`config.mk`:
```
export PLATFORM = sky130hd
export DESIGN_NAME = pid_deadband_iband_dfilter_unit
export DESIGN_NICKNAME = d
export VERILOG_FILES = /design/src/rtl/core/piddf_pkg.sv /design/src/rtl/core/pid_deadband_iband_dfilter_unit.sv
export SDC_FILE = /design/constraint.sdc
export NUM_CORES = 2
export LEC_CHECK = 0
export BUFFER_PORTS_ARGS = -buffer_cell sky130_fd_sc_hd__clkbuf_2
export CAP_MARGIN = 20
export CORE_UTILIZATION = 50
export DETAILED_ROUTE_END_ITERATION = 7
export PLACE_DENSITY_LB_ADDON = 0.1
export SLEW_MARGIN = 20
export SYNTH_ARGS = -nofsm -noshare
export SYNTH_HDL_FRONTEND = slang
export SYNTH_SLANG_ARGS = --single-unit
```
`constraint.sdc`:
```
create_clock -name clk_i -period 13.74 [get_ports clk_i]
set_input_delay 2.748 -clock clk_i [delete_from_list [all_inputs] [get_ports clk_i]]
set_output_delay 2.748 -clock clk_i [all_outputs]
set_load 0.02 [all_outputs]
```
`src/rtl/core/piddf_pkg.sv`:
```
// piddf_pkg: shared constants for the PID controller core.
// Register map indexes, field widths and derivative filter constants.
// No dependencies.
package piddf_pkg;

  // Configuration port geometry
  localparam int unsigned CFG_IDX_W  = 3;
  localparam int unsigned CFG_DATA_W = 16;

  // Register field widths
  localparam int unsigned GAIN_W  = 16;
  localparam int unsigned LIMIT_W = 15;
  localparam int unsigned BAND_W  = 16;
  localparam int unsigned ALPHA_W = 9;

  // Shared multiplier: first operand is a gain or a filter weight
  localparam int unsigned MUL_A_W = GAIN_W + 1;

  // Register indexes
  localparam logic [CFG_IDX_W-1:0] REG_GAIN_P         = 3'd0;
  localparam logic [CFG_IDX_W-1:0] REG_GAIN_I         = 3'd1;
  localparam logic [CFG_IDX_W-1:0] REG_GAIN_D         = 3'd2;
  localparam logic [CFG_IDX_W-1:0] REG_OUT_LIMIT      = 3'd3;
  localparam logic [CFG_IDX_W-1:0] REG_INTEGRAL_LIMIT = 3'd4;
  localparam logic [CFG_IDX_W-1:0] REG_INTEGRAL_BAND  = 3'd5;
  localparam logic [CFG_IDX_W-1:0] REG_DEAD_ZONE      = 3'd6;
  localparam logic [CFG_IDX_W-1:0] REG_DERIV_ALPHA    = 3'd7;

  // Derivative filter coefficient, Q1.8
  localparam logic [ALPHA_W-1:0] ALPHA_ONE   = 9'd256;
  localparam logic [ALPHA_W-1:0] ALPHA_MIN   = 9'd3;
  localparam int unsigned        ALPHA_SHIFT = 8;

  // Register reset values
  localparam logic [LIMIT_W-1:0] LIMIT_RESET = 15'h7FFF;

endpackage

```
`src/rtl/core/pid_deadband_iband_dfilter_unit.sv`:
```
// PID controller core, one transaction in and one drive value out per sample.
// A new sample is taken only in idle, after the last drive value has gone to the
//   output register; a step makes five passes through the single shared multiplier
//   under the step sequencer, and a clear skips them.
// Reset: rst_ni async active low; registers to their defaults, state to zero.
// Depends on piddf_pkg.
module pid_deadband_iband_dfilter_unit
  import piddf_pkg::*;
#(
  parameter int unsigned DATA_WIDTH = 16,
  parameter int unsigned FRAC_BITS  = 8
) (
  input  logic                         clk_i,
  input  logic                         rst_ni,
  // configuration write channel
  input  logic                         cfg_valid_i,
  output logic                         cfg_ready_o,
  input  logic [CFG_IDX_W-1:0]         cfg_index_i,
  input  logic [CFG_DATA_W-1:0]        cfg_data_i,
  // sample channel
  input  logic                         in_valid_i,
  output logic                         in_ready_o,
  input  logic signed [DATA_WIDTH-1:0] measured_i,
  input  logic signed [DATA_WIDTH-1:0] target_i,
  input  logic                         command_i,
  // drive channel
  output logic                         out_valid_o,
  input  logic                         out_ready_i,
  output logic signed [DATA_WIDTH-1:0] drive_out_o
);

  // Datapath widths
  localparam int unsigned EW  = DATA_WIDTH + 1;             // error, measurement delta
  localparam int unsigned PRW = DATA_WIDTH + GAIN_W + 1;    // gain * error product
  localparam int unsigned WD  = DATA_WIDTH + GAIN_W + 2;    // raw and filtered derivative
  localparam int unsigned AW  = LIMIT_W + 1 + FRAC_BITS;    // integral accumulator
  localparam int unsigned IW  = ((AW > PRW) ? AW : PRW) + 1;
  localparam int unsigned PW  = MUL_A_W + WD;               // multiplier product
  localparam int unsigned TW  = WD + ALPHA_W + 1;           // filter sum
  localparam int unsigned SW  = ((WD > AW) ? WD : AW) + 2;  // P + I + D
  localparam int unsigned CW  = (EW > BAND_W) ? EW : BAND_W;

  localparam logic [DATA_WIDTH-1:0] DATA_MAX = {1'b0, {(DATA_WIDTH-1){1'b1}}};

  // Sequencer states
  localparam int unsigned ST_W = 4;
  localparam logic [ST_W-1:0] ST_IDLE = 4'd0;
  localparam logic [ST_W-1:0] ST_ERR  = 4'd1;
  localparam logic [ST_W-1:0] ST_MP   = 4'd2;
  localparam logic [ST_W-1:0] ST_MI   = 4'd3;
  localparam logic [ST_W-1:0] ST_MD   = 4'd4;
  localparam logic [ST_W-1:0] ST_RAW  = 4'd5;
  localparam logic [ST_W-1:0] ST_MA   = 4'd6;
  localparam logic [ST_W-1:0] ST_MB   = 4'd7;
  localparam logic [ST_W-1:0] ST_DF   = 4'd8;
  localparam logic [ST_W-1:0] ST_SUM  = 4'd9;
  localparam logic [ST_W-1:0] ST_OUT  = 4'd10;

  // Configuration registers
  logic signed [GAIN_W-1:0]  gain_p_q, gain_i_q, gain_d_q;
  logic [LIMIT_W-1:0]        out_limit_q, integral_limit_q;
  logic [BAND_W-1:0]         integral_band_q, dead_zone_q;
  logic [ALPHA_W-1:0]        deriv_alpha_q;

  // Control and controller state
  logic [ST_W-1:0]           state_q, state_d;
  logic                      out_valid_q;
  logic signed [AW-1:0]      acc_q;
  logic signed [DATA_WIDTH-1:0] prev_meas_q;
  logic signed [WD-1:0]      prev_deriv_q;

  // Datapath registers
  logic signed [DATA_WIDTH-1:0] meas_q, tgt_q, res_q, drive_q;
  logic                      cmd_q;
  logic signed [EW-1:0]      err_q, dm_q;
  logic                      int_en_q;
  logic signed [PRW-1:0]     p_q;
  logic signed [WD-1:0]      raw_q;
  logic signed [TW-1:0]      t_q;
  logic signed [PW-1:0]      prod_q;

  logic in_acc;
  logic out_free;

  assign cfg_ready_o = 1'b1;
  assign in_ready_o  = (state_q == ST_IDLE);
  assign in_acc      = in_valid_i && in_ready_o;
  assign out_free    = !out_valid_q || out_ready_i;
  assign out_valid_o = out_valid_q;
  assign drive_out_o = drive_q;

  // Register writes; all eight indexes are decoded
  always_ff @(posedge clk_i or negedge rst_ni) begin
    if (!rst_ni) begin
      gain_p_q         <= '0;
      gain_i_q         <= '0;
      gain_d_q         <= '0;
      out_limit_q      <= LIMIT_RESET;
      integral_limit_q <= LIMIT_RESET;
      integral_band_q  <= '0;
      dead_zone_q      <= '0;
      deriv_alpha_q    <= ALPHA_ONE;
    end else if (cfg_valid_i) begin
      unique case (cfg_index_i)
        REG_GAIN_P:         gain_p_q         <= cfg_data_i[GAIN_W-1:0];
        REG_GAIN_I:         gain_i_q         <= cfg_data_i[GAIN_W-1:0];
        REG_GAIN_D:         gain_d_q         <= cfg_data_i[GAIN_W-1:0];
        REG_OUT_LIMIT:      out_limit_q      <= cfg_data_i[LIMIT_W-1:0];
        REG_INTEGRAL_LIMIT: integral_limit_q <= cfg_data_i[LIMIT_W-1:0];
        REG_INTEGRAL_BAND:  integral_band_q  <= cfg_data_i[BAND_W-1:0];
        REG_DEAD_ZONE:      dead_zone_q      <= cfg_data_i[BAND_W-1:0];
        REG_DERIV_ALPHA:    deriv_alpha_q    <= cfg_data_i[ALPHA_W-1:0];
        default: ;
      endcase
    end
  end

  // Error, dead zone and integration band
  logic signed [EW-1:0] err_raw, err_fin, dm_d;
  logic [EW-1:0]        err_mag, mag_fin;
  logic                 in_dz, int_en_d;

  always_comb begin
    err_raw  = {tgt_q[DATA_WIDTH-1], tgt_q} - {meas_q[DATA_WIDTH-1], meas_q};
    err_mag  = err_raw[EW-1] ? (~err_raw + 1'b1) : err_raw;
    in_dz    = CW'(err_mag) < CW'(dead_zone_q);
    err_fin  = in_dz ? '0 : err_raw;
    mag_fin  = in_dz ? '0 : err_mag;
    int_en_d = (integral_band_q == '0) || (CW'(mag_fin) < CW'(integral_band_q));
    dm_d     = {meas_q[DATA_WIDTH-1], meas_q} - {prev_meas_q[DATA_WIDTH-1], prev_meas_q};
  end

  // Filter coefficient held to its legal range
  logic [ALPHA_W-1:0] alpha_eff;
  always_comb begin
    priority if (deriv_alpha_q < ALPHA_MIN) alpha_eff = ALPHA_MIN;
    else if (deriv_alpha_q > ALPHA_ONE)     alpha_eff = ALPHA_ONE;
    else                                    alpha_eff = deriv_alpha_q;
  end

  // Shared multiplier operand select
  logic signed [MUL_A_W-1:0] mul_a;
  logic signed [WD-1:0]      mul_b;
  logic signed [PW-1:0]      prod_d;

  always_comb begin
    unique case (state_q)
      ST_MP: begin
        mul_a = MUL_A_W'(gain_p_q);
        mul_b = WD'(err_q);
      end
      ST_MI: begin
        mul_a = MUL_A_W'(gain_i_q);
        mul_b = WD'(err_q);
      end
      ST_MD: begin
        mul_a = MUL_A_W'(gain_d_q);
        mul_b = WD'(dm_q);
      end
      ST_MA: begin
        mul_a = MUL_A_W'(alpha_eff);
        mul_b = raw_q;
      end
      ST_MB: begin
        mul_a = MUL_A_W'(ALPHA_ONE - alpha_eff);
        mul_b = prev_deriv_q;
      end
      default: begin
        mul_a = '0;
        mul_b = '0;
      end
    endcase
    prod_d = mul_a * mul_b;
  end

  // Integral update with symmetric clamp
  logic signed [PRW-1:0] prod_gi;
  logic signed [IW-1:0]  acc_sum, int_lim, acc_clamped;

  always_comb begin
    prod_gi = prod_q[PRW-1:0];
    acc_sum = IW'(acc_q) + IW'(prod_gi);
    int_lim = IW'({integral_limit_q, {FRAC_BITS{1'b0}}});
    priority if (acc_sum > int_lim) acc_clamped = int_lim;
    else if (acc_sum < -int_lim)     acc_clamped = -int_lim;
    else                             acc_clamped = acc_sum;
  end

  // Derivative: negated product, then weighted blend with the last value
  logic signed [WD-1:0] prod_gd, raw_d;
  logic signed [TW-1:0] prod_t, t_sum;

  always_comb begin
    prod_gd = prod_q[WD-1:0];
    raw_d   = -prod_gd;
    prod_t  = prod_q[TW-1:0];
    t_sum   = t_q + prod_t;
  end

  // Output sum, scale back to integer units and clamp
  logic signed [SW-1:0] sum, sum_shr, lim_out, lim_cfg, lim_dat, res_d;

  always_comb begin
    sum     = SW'(p_q) + SW'(acc_q) + SW'(prev_deriv_q);
    sum_shr = sum >>> FRAC_BITS;
    lim_cfg = SW'(out_limit_q);
    lim_dat = SW'(DATA_MAX);
    lim_out = (lim_cfg < lim_dat) ? lim_cfg : lim_dat;
    priority if (sum_shr > lim_out) res_d = lim_out;
    else if (sum_shr < -lim_out)     res_d = -lim_out;
    else                             res_d = sum_shr;
  end

  // Step sequencer
  always_comb begin
    state_d = state_q;
    unique case (state_q)
      ST_IDLE: if (in_acc) state_d = ST_ERR;
      ST_ERR:  state_d = cmd_q ? ST_OUT : ST_MP;
      ST_MP:   state_d = ST_MI;
      ST_MI:   state_d = ST_MD;
      ST_MD:   state_d = ST_RAW;
      ST_RAW:  state_d = ST_MA;
      ST_MA:   state_d = ST_MB;
      ST_MB:   state_d = ST_DF;
      ST_DF:   state_d = ST_SUM;
      ST_SUM:  state_d = ST_OUT;
      ST_OUT:  if (out_free) state_d = ST_IDLE;
      default: state_d = ST_IDLE;
    endcase
  end

  // Control and controller state
  always_ff @(posedge clk_i or negedge rst_ni) begin
    if (!rst_ni) begin
      state_q      <= ST_IDLE;
      out_valid_q  <= 1'b0;
      acc_q        <= '0;
      prev_meas_q  <= '0;
      prev_deriv_q <= '0;
    end else begin
      state_q <= state_d;
      if (state_q == ST_OUT && out_free) begin
        out_valid_q <= 1'b1;
      end else if (out_ready_i) begin
        out_valid_q <= 1'b0;
      end
      if (state_q == ST_ERR && cmd_q) begin
        acc_q        <= '0;
        prev_meas_q  <= '0;
        prev_deriv_q <= '0;
      end
      if (state_q == ST_MD && int_en_q) begin
        acc_q <= acc_clamped[AW-1:0];
      end
      if (state_q == ST_DF) begin
        prev_deriv_q <= t_sum[ALPHA_SHIFT +: WD];
        prev_meas_q  <= meas_q;
      end
    end
  end

  // Datapath registers
  always_ff @(posedge clk_i) begin
    prod_q <= prod_d;
    if (in_acc) begin
      meas_q <= measured_i;
      tgt_q  <= target_i;
      cmd_q  <= command_i;
    end
    if (state_q == ST_ERR) begin
      err_q    <= err_fin;
      dm_q     <= dm_d;
      int_en_q <= int_en_d;
      res_q    <= '0;
    end
    if (state_q == ST_MI) begin
      p_q <= prod_q[PRW-1:0];
    end
    if (state_q == ST_RAW) begin
      raw_q <= raw_d;
    end
    if (state_q == ST_MB) begin
      t_q <= prod_t;
    end
    if (state_q == ST_SUM) begin
      res_q <= res_d[DATA_WIDTH-1:0];
    end
    if (state_q == ST_OUT && out_free) begin
      drive_q <= res_q;
    end
  end

endmodule

```
==> run summary <==
- number of nets in the finished design: 5619
- type of the setup path with the least slack: flop to flop
- Total Routed Length: 130000 um
- number of top-level design ports: 76
- Critical Path Source Type: flop
- count of antenna-violating nets left after detailed routing: 0
- vias per std cell: 5.688
- clock input transition at the sequential cells of the worst setup and hold paths: 60 ps
- Crit Path Max Fanout: 15
- tightest hold margin: 418.8 ps
- number of H-tree levels: 2
- cell at the root of the clock tree: sky130_fd_sc_hd__clkbuf_16
- number of buffer and inverter instances along the worst setup path: 4
- largest net degree at the start of global routing: 77
- fraction of final layout cells with drive strength greater than 1: 9.129%
- core area: 0.08851 mm2
- overall routing resource usage: 29.15%
- top library cells by usage in the layout, fill and taps aside: 741 x sky130_fd_sc_hd__inv_1, 500 x sky130_fd_sc_hd__fa_1, 453 x sky130_fd_sc_hd__nor2_1
- count of warnings emitted by yosys: 0
- flops & latches, synth: 449
- number of global-route vias before repair: 33.75k
- required time worst endpoint: 14250 ps
- total nets after synthesis: 5585
- endpoints failing hold: 0
- Hold-fix buffers, CTS: 0
- EDFF count, synth: 209
- initial antenna violation count: 5
- Iteration-0 DRC Markers: 2662
- violated checks: DRC
- Hold Path Class: flop to flop
- effective utilization at floorplan: 50.54%
- ant diodes: 0
- Worst EP arrival: 10000 ps
- wire length of the first global-routing pass: 200900 um
- run status: finished, violations left
- horizontal die dimension: 301.1 um
- clock buffers created by TritonCTS: 52
- Post-Syn Area: 0.04474 mm2
- vias post-DR: 33.54k
- number of pins exceeding their max-slew limit in the final report: 0
- Async S/R FF share, synth: 44.10%
- unrepaired setup endpoints after global routing: no
- portion of the clock cycle consumed by the worst path in the final layout: 69.03%
- Util after Layout: 54.87%
- distinct cell type count of the synthesized netlist: 97
- Setup TNS: 0 ps
- routed len/inst: 22.05 um
- Max-cap violations: 0
- height of the die: 301.1 um
- number of buffers inserted by post-CTS setup repair: 0
- area overhead of the layout relative to synthesis: 8.566%
- clock tree from TritonCTS: done
- Achievable Freq: 105.4 MHz
- TritonCTS sink count: 449
- crit-path max cell delay: 780 ps
- Post-Route Skew: 50.87 ps
- type of element capturing the critical path: flop
- Skew-Pair Late Insertion Delay: 650 ps
- measured slew at the worst slew-check pin: 1055 ps
- final HPWL from detailed placement: 102300 um
- drt drc: 1
- buffers from clock root to sink, at most: 3
- clock period minus worst slack: 9484 ps
- Gate Count Post-Synth: 4654
- count of buffers from port buffering: 74
- global placement routability congestion: 0.9410
- global route overflow: 0
- mean cell area of the mapped netlist: 9.613 um2
- number of endpoints failing setup at the final stage: 0
- Placement Rows: 109
- die area: 0.09068 mm2
- most common cell after layout, fill and taps aside: sky130_fd_sc_hd__inv_1
- register area share after synthesis: 27.07%
- Most Frequent Cell on Critical Path: sky130_fd_sc_hd__fa_1
- Synth Flop Type: sky130_fd_sc_hd__edfxtp_1
- number of search-and-repair iterations in the first detailed-routing pass: 8
- slowest library cell on the worst path: sky130_fd_sc_hd__o211a_1
- worst-case headroom to the max-slew limit: 29.31%
- number of cells upsized or downsized after cts: 0
- kind of cell adding the most delay to the critical path: adder cells
[logic make-up (layout without fill, tap and decap cells)]
family | after synthesis | after routing | synth area share, %
other | 1 | 1 | 0.008382
xor gates and xnor gates | 221 | 221 | 4.327
adders and majority gates | 874 | 874 | 32.83
buffers and inverters | 900 | 978 | 7.574
and+or+nand+nor | 1309 | 1309 | 13.40
muxes | 125 | 125 | 3.099
DFF | 449 | 449 | 27.07
AOI/OAI and AO/OA | 775 | 775 | 11.68
[Yosys cell counts, types with 13 or more instances]
master	count	share of area [%]
sky130_fd_sc_hd__or2_2	19	0.27
sky130_fd_sc_hd__a221oi_1	26	0.51
sky130_fd_sc_hd__a21oi_1	168	1.9
sky130_fd_sc_hd__nor4_1	36	0.50
sky130_fd_sc_hd__nand2b_1	44	0.62
sky130_fd_sc_hd__o21bai_1	13	0.22
sky130_fd_sc_hd__dfxtp_1	42	1.9
sky130_fd_sc_hd__ha_1	374	10
sky130_fd_sc_hd__a22o_1	15	0.29
sky130_fd_sc_hd__and3_1	33	0.46
sky130_fd_sc_hd__nand2_1	404	3.4
sky130_fd_sc_hd__or3_1	20	0.28
sky130_fd_sc_hd__dfrtp_1	167	9.3
sky130_fd_sc_hd__o21a_1	35	0.59
sky130_fd_sc_hd__o21ai_1	47	0.53
sky130_fd_sc_hd__nor2b_1	40	0.56
sky130_fd_sc_hd__a22oi_1	43	0.72
sky130_fd_sc_hd__mux2_2	108	2.7
sky130_fd_sc_hd__a211oi_1	40	0.67
sky130_fd_sc_hd__edfxtp_1	209	14
sky130_fd_sc_hd__fa_1	500	22
sky130_fd_sc_hd__nand3_1	55	0.62
sky130_fd_sc_hd__and2_1	43	0.60
sky130_fd_sc_hd__xor2_1	62	1.2
sky130_fd_sc_hd__o31ai_1	13	0.22
sky130_fd_sc_hd__nand4_1	40	0.56
sky130_fd_sc_hd__inv_1	741	6.2
sky130_fd_sc_hd__clkbuf_1	134	1.1
sky130_fd_sc_hd__xnor2_1	159	3.1
sky130_fd_sc_hd__mux2i_1	17	0.38
sky130_fd_sc_hd__a31oi_1	14	0.20
sky130_fd_sc_hd__a221o_1	18	0.40
sky130_fd_sc_hd__o211ai_1	18	0.30
sky130_fd_sc_hd__o21ai_0	136	1.5
sky130_fd_sc_hd__nor2_1	455	3.8
sky130_fd_sc_hd__nor3_1	69	0.77
sky130_fd_sc_hd__a21o_1	83	1.4
sky130_fd_sc_hd__buf_1	14	0.12
sky130_fd_sc_hd__dfstp_2	31	1.8
[sequential cells by signal (all words and copies together) (netlist names), 17 cells and up]
register	cells
p_q	33
acc_q	24
raw_q	34
err_q	17
prod_q	42
dm_q	17
prev_deriv_q	34
t_q	42
[final cells by class]
| class | instances | area [um2] |
|---|---|---|
| Fill cell | 7972 | 39940 |
| Multi-Input combinational cell | 3305 | 29380 |
| Sequential cell | 449 | 12110 |
| Inverter | 746 | 2801 |
| Clock buffer | 71 | 1560 |
| Tap cell | 1165 | 1458 |
| Timing Repair Buffer | 134 | 849.6 |
| Clock inverter | 27 | 409.1 |
[layer usage]
layer / wire (um) / part of all wire, % / global-route usage, %
met1: 55600 / 43 / 39.28
met2: 61880 / 48 / 48.56
met3: 8441 / 6.5 / 4.409
met4: 4118 / 3.2 / 8.617
met5: 0 / 0 / 0
[through the flow]
| stage | cell area [um2] | instances | worst slack [ps] |
|---|---|---|---|
| floorplan | 44740 | 4654 | 4683 |
| global placement | 46560 | 5798 | 4497 |
| detailed placement | 46560 | 5798 | 4368 |
| CTS | 48530 | 5896 | 4329 |
| global route | 48570 | 5897 | 3806 |
| finish | 48570 | 5897 | 4256 |
[path summary, 6_finish.rpt]
kind	start	end	slack, ps	depth (start not counted)
setup / recovery	deriv_alpha_q[2]	prod_q[41]	4260	32
hold / removal	res_q[15]	drive_out_o[15]	420	0
setup reg to reg	deriv_alpha_q[2]	prod_q[41]	4260	32
hold reg to reg	res_q[15]	drive_out_o[15]	420	0
max in group asynchronous	rst_ni	deriv_alpha_q[8]	9680	4
min in group asynchronous	rst_ni	integral_band_q[11]	2150	1
Power is left out: the tool's default activity adds up to more than one toggle a clock period on the data nets, which glitch-free logic cannot reach.
